## src/rtl/core/pcl_ram.sv

```systemverilog
// Generic single-port-write, single-port-read RAM with registered read data.
// No dependencies.
`timescale 1ns / 1ps

module pcl_ram #(
  parameter int WIDTH = 8,
  parameter int DEPTH = 16
) (
  input  logic                     clk,
  input  logic                     we,
  input  logic [$clog2(DEPTH)-1:0] waddr,
  input  logic [WIDTH-1:0]         wdata,
  input  logic [$clog2(DEPTH)-1:0] raddr,
  output logic [WIDTH-1:0]         rdata
);

  logic [WIDTH-1:0] mem [DEPTH];

  always_ff @(posedge clk) begin
    if (we) begin
      mem[waddr] <= wdata;
    end
    rdata <= mem[raddr];
  end

endmodule

```

## config.mk

```make
export PLATFORM = sky130hd
export DESIGN_NAME = pcl_ram
export DESIGN_NICKNAME = d
export VERILOG_FILES = /design/src/rtl/core/pcl_ram.sv
export SDC_FILE = /design/constraint.sdc
export NUM_CORES = 1
export LEC_CHECK = 0
export ABC_AREA = 1
export BUFFER_PORTS_ARGS = -buffer_cell sky130_fd_sc_hd__buf_2
export CAP_MARGIN = 20
export CORE_UTILIZATION = 33
export CTS_BUF_LIST = sky130_fd_sc_hd__clkbuf_16
export CTS_CLUSTER_DIAMETER = 150
export CTS_CLUSTER_SIZE = 40
export DETAILED_ROUTE_END_ITERATION = 12
export GPL_TIMING_DRIVEN = 0
export SETUP_SLACK_MARGIN = 0.05
export SLEW_MARGIN = 10
export SYNTH_ARGS = -nofsm -noshare
export SYNTH_HDL_FRONTEND = slang
export SYNTH_SLANG_ARGS = --single-unit
export TNS_END_PERCENT = 30
```

## constraint.sdc

```tcl
create_clock -name clk -period 1.15 [get_ports clk]
set_input_delay 0.115 -clock clk [delete_from_list [all_inputs] [get_ports clk]]
set_output_delay 0.115 -clock clk [all_outputs]
set_load 0.02 [all_outputs]
```

==> After elaboration in Yosys (flattened, before gate mapping) <==
Memory sizes are Yosys's and may differ from the RTL's. A register that Yosys moved wholly into a read port is not among the register bits.
Cells that the tools add are included.
{ "totals": {"latch_bits": 0, "mem_count": 1, "ramBits": 128, "regBits": 0, "word_cells": 3, "output_inout_bits": 8, "mem_bits_ro": 0, "in_bits": 18} }
{ "classes": {"n_eq_ne": 0, "magnitude_cmp": 0, "n_reduce_logical": 0, "shift": 0, "add_sub_neg": 0, "n_mux": 2, "n_div": 0, "bitwise": 0, "mul": 0} }
{ "memory_table": {"columns": ["name", "words", "word_bits", "read_ports", "rd_ports_with_merged_regs", "write_ports", "line", "rtl"], "rows": [
  ["mem", 16, 8, 1, 1, 1, "17", "logic [WIDTH-1:0] mem [DEPTH];"]
]} }
{ "ops": {"columns": ["op", "count"], "rows": [
  ["1-bit 2-to-1 mux", 2]
]} }

==> Depth between registers and ports, before layout <==
Gate-level depths: netlist of run 1.
{ "depth": {"depth_word": 2, "depth_mapped": 8, "ltp_nobuf": 7} }

==> Worst setup path after synthesis of run 1 <==
No wires, ideal clock.
{ "synth_path": {"path_type": "input -> register", "from": "in waddr[3]", "to": "mem mem[4][0], enable pin", "setup_time_ns": 0.370, "path_stages": 2, "required_ns": 0.780, "n_path_buf": 0, "t_arrival_ns": 0.696, "path_slack_ns": 0.084, "path_cell_list": "nand3b_1 > nor2_1"} }
{ "synth_lines": {"columns": ["element", "line", "rtl"], "rows": [
  ["from (decl)", "11", "input logic [$clog2(DEPTH)-1:0] waddr,"],
  ["to (decl)", "17", null]
]} }
Straight into the memory's write port.

==> Worst setup path after layout of run 1 <==
{ "layout_path": {"from": "in waddr[3]", "to": "mem mem[6][7], enable pin"} }
Straight into the memory's write port.

==> out/qor.yml, run 1 <==
outcome: "finished, violations left"
violations: "negative setup slack"
period_share_pct: 106.4
power_mw: 12.74
num_antenna_cells: 0
cts_buffers: 17
area_growth_pct: 19.40
setup_tns_ns: -1.328
startpoint_type: "input pin"
port_buffers: 22
synthCells: 551
grt_use_total_pct: 16.91
cp_max_fo: 8
required_ns: 1.19
wirelength_mm: 14.06
cts.htree.levels: 4
synth_warnings: 0
start_util_pct: 34.29
first_global_vias: 3792
instances_no_fill: 825
period_needed_ns: 1.223
rsz0062_at_grt: "true"
ys_seq_area_share_pct: 69.43
power.density_nw_per_um2: 1851
crit_buf_inv: 1
ios: 26
final_cell_area_um2: 6885
ant_nets: 0
overflow: 0
num_vias: 3788
slew_violations: 0
syn_area_per_cell_um2: 10.47
hold_buffers: 0
tritoncts: "built"
crit_path_end_kind: "flip-flop"
drc: 0
hold_viol: 0
dieArea_um2: 18010
die_w_um: 134.2
place.gp.congestion: 0.8751
dpl.cell_count: 793
setup_violations: 24
core_area_um2: 16820
cts_root_buffer: "clkbuf_16"
cp_slowest_cell: "nor2_1"
critical_path.top_delay_family: "simple AND/OR/NAND/NOR gates"
slew_headroom_pct: 39.09
vdd_drop_max_uv: 1047
drive_above_1_share_pct: 14.88
fmax_mhz: 817.5
rows: 47
max-cap-violations: 0
post_dp_cell_area_um2: 6152
min_path_type: "in -> reg"
worst_pin_slew_ns: 0.9103
path_cells: "buf_2, nand3b_1, nor2_1"
drt_first_pass_iters: 5
place_ws_ns: -0.5686
drt_iter0_drc: 302
chipHeight_um: 134.2
synthesis.nets: 569
arrival_ns: 1.27
antenna_found_initial: 0
routed_via_density: 4.592
holdWs_ns: 0.1183
critical-path-max-stage-delay_ns: 0.75
yosys.cell_types.count: 12
cts_sinks: 136
final_util_pct: 40.94
nNetsFinal: 610
clkLatencyLatePin_ns: 0.42
synth_area_um2: 5767
p_leak_nw: 2.955
route.detailed.wl_per_inst_um: 17.04
fin_ws_ns: -0.07329
grt_max_degree: 17
cts_buffer_depth: 2
place_hpwl_mm: 9.132
grt_first_pass_wirelength_mm: 21.82
synth-seq-cells: 136
crit_type: "in -> reg"
clk_pin_slew_ns: 0.06
finalClockSkew_ns: 0.005511
-- flip-flops by register name (all words and copies together), names as in the netlist --
| name | count |
|---|---|
| mem | 128 |
| rdata | 8 |
-- cell type report --
class / count / area [um^2]
inverter: 102 / 382.9
multi-input combinational: 289 / 1251
buffer: 24 / 166.4
tap: 220 / 275.3
clock buffer: 17 / 425.4
sequential: 136 / 4004
timing repair buffer: 22 / 110.1
fill: 1613 / 9933
clock inverter: 15 / 270.3
-- synthesized netlist by cell type --
cell | number | area, um^2
nand2_1 | 173 | 649.4
edfxtp_1 | 128 | 3844
inv_1 | 100 | 375.4
nand3_1 | 97 | 485.5
nor2_1 | 17 | 63.81
buf_2 | 13 | 65.06
dfxtp_1 | 8 | 160.2
buf_6 | 6 | 67.56
buf_4 | 4 | 30.03
inv_2 | 2 | 7.510
nand3b_1 | 2 | 15.01
buf_1 | 1 | 3.750
-- metal layers --
layer | wire length, um | up-vias | global-route usage [%]
li1 | - | 1859 | -
met2 | 6546 | 133 | 26.54
met3 | 839 | 18 | 4.157
met4 | 252 | 0 | 8.115
met1 | 6424 | 1778 | 21.96
met5 | 0 | - | 0
-- path summary, 6_finish.rpt --
check	from	to	slack (ns)	cells past startpoint
setup reg to reg	mem[3][2]	rdata[2]	0.14	6
setup / recovery	waddr[3]	mem[6][7]	-0.07	3
hold reg to reg	mem[8][7]	rdata[7]	0.70	6
hold / removal	wdata[4]	mem[7][4]	0.12	1
-- cell families after synthesis --
family / synth area share (%)
buf+inv: 9.525
flops: 69.43
simple gates: 21.05
-- where the power goes --
group	total [mW]	leakage, nW	internal, mW	switching (mW)
Clock	6.41	0.340	4.30	2.11
Sequential	5.57	1.22	5.54	0.0268
Combinational	0.767	1.39	0.216	0.551
Total	12.7	2.96	10.1	2.69
-- layout by cell type, fill, tap and decap left out, drive strengths merged --
cell / count
dfxtp: 8
clkinv: 2
nand2: 173
nand3b: 2
clkinvlp: 1
buf: 46
bufinv: 7
edfxtp: 128
clkbuf: 17
nand3: 97
inv: 107
nor2: 17
-- timing repair --
item / in CTS / in global routing
setup buffers: 0 / 0
pin swaps: 0 / 0
gates resized for setup: 4 / 8
setup endpoints to repair: 56 / 67
hold endpoints to repair: 0 / 0
(Power assumes the default switching activity.)
==> inputs of run 2 (changes only) <==
- CORE_UTILIZATION: 33 -> 61
- PLACE_DENSITY: default -> 0.79
==> out/qor.yml, run 2 (synthesized netlist as in run 1, its figures left out) <==
outcome: "finished, violations left"
violations: "design-rule violations, negative setup slack"
route.detailed.wl_per_inst_um: 19.44
p_leak_nw: 2.894
final_common_cell: "nand2_1"
cts.htree.levels: 4
final_cell_area_um2: 6623
fin_ws_ns: -0.03174
power.switching_mw: 2.707
finalClockSkew_ns: 0.006345
place.gp.congestion: 0.9018
routed_via_density: 5.624
rows: 35
p_sw_share_pct: 23.15
cp_slowest_cell: "nor2_1"
largest_reg_flops: 128
largest-register: "mem"
cts_root_buffer: "clkbuf_16"
chipHeight_um: 99.23
slew_headroom_pct: 40.19
first_global_vias: 3824
setup_violations: 27
slew_violations: 0
cts_sinks: 136
ios: 26
crit_path_end_kind: "flip-flop"
final.fill_count: 646
area_growth_pct: 14.84
reg_top3: "mem: 128 flops, rdata: 8 flops"
crit_type: "in -> reg"
cts_buffer_depth: 2
critical-path-max-stage-delay_ns: 0.73
dieArea_um2: 9847
grt_first_pass_wirelength_mm: 20.95
p_clk_share_pct: 45.8
startpoint_type: "input pin"
num_antenna_cells: 0
drt_iter0_drc: 410
period_share_pct: 102.8
clk_pin_slew_ns: 0.06
p_int_mw: 8.988
required_ns: 1.18
cts_buffers: 17
setup_tns_ns: -0.4952
fmax_mhz: 846.2
min_path_type: "in -> reg"
mostFrequentLayoutCells: "nand2_1 (172), edfxtp_1 (128), inv_1 (100)"
ant_nets: 0
overflow: 0
antenna_found_initial: 0
drc: 2
clkLatencyLatePin_ns: 0.41
arrival_ns: 1.21
power_mw: 11.69
cp_max_fo: 8
grt_use_total_pct: 30.33
port_buffers: 22
place_hpwl_mm: 8.834
drt_first_pass_iters: 9
vdd_drop_max_uv: 1131
num_vias: 4027
worst_pin_slew_ns: 0.8938
holdWs_ns: 0.1219
nNetsFinal: 610
max-cap-violations: 0
period_needed_ns: 1.182
power.density_nw_per_um2: 1766
power_frac_seq_pct: 47.6
grt_max_degree: 17
wirelength_mm: 13.92
comb_power_share_pct: 6.5
rsz0062_at_grt: "true"
drive_above_1_share_pct: 13.88
start_util_pct: 62.71
post_cts_buffers: 0
hold_viol: 0
die_w_um: 99.23
post_dp_cell_area_um2: 6016
hold_buffers: 0
core_area_um2: 9196
tritoncts: "built"
cts_resized: 2
path_cells: "buf_2, nand3b_1, nor2_1"
-- run 2: cell count changes in the layout (fill, tap and decap cells not counted), moves of 2 or more --
cell	before	now
nor2_1	8	14
nor2_2	9	3
bufinv_16	7	2
clkinv_4	1	4
clkinvlp_4	1	3
nand3_1	94	96
nand3_2	3	1
-- run 2: path summary, 6_finish.rpt --
path | from | to | slack (ns) | depth (start not counted)
max reg2reg | mem[10][5] | rdata[5] | 0.10 | 6
min reg2reg | mem[7][0] | rdata[0] | 0.71 | 6
max | waddr[3] | mem[4][5] | -0.03 | 3
min | wdata[2] | mem[2][2] | 0.12 | 1
-- run 2: layer usage --
layer | part of all wire, % | wire, um | GRT usage [%] | vias up
met2 | 48 | 6623 | 47.38 | 244
met5 | 0 | 0 | 0 | -
met4 | 2.5 | 343 | 13.57 | 0
met3 | 10 | 1432 | 6.254 | 24
li1 | - | - | - | 1855
met1 | 40 | 5520 | 41.64 | 1904
-- run 2: power by group through the flow --
stage,clock network [mW],registers [mW],logic [mW]
3_3_place_gp,0,5.67,0.719
5_1_grt,5.56,5.58,0.827
6_report,5.36,5.57,0.765
2_1_floorplan,0,5.71,0.391
3_5_place_dp,0,5.67,0.739
4_1_cts,5.36,5.57,0.751
-- run 2: through the flow --
step	utilization, %	setup WS, ns	std cells
floorplan	-	0.08416	551
global placement	65.42	-0.3927	684
detailed placement	65.42	-0.4437	684
CTS	71.90	-0.03358	716
global route	72.01	-0.08426	716
finish	72.01	-0.03174	716
-- run 2: cell type report --
type | count | area [um^2] | area share, %
Tap cell | 111 | 138.9 | 2.097
Timing Repair Buffer | 22 | 110.1 | 1.663
Clock inverter | 15 | 166.4 | 2.513
Clock buffer | 17 | 425.4 | 6.424
Sequential cell | 136 | 4004 | 60.46
Buffer | 24 | 166.4 | 2.513
Inverter | 102 | 382.9 | 5.781
Multi-Input combinational cell | 289 | 1229 | 18.55
-- run 2: critical path, delay by kind of cell --
family                 cells  cell delay (ns)
buffers and inverters      1             0.12
and+or+nand+nor            2             0.98
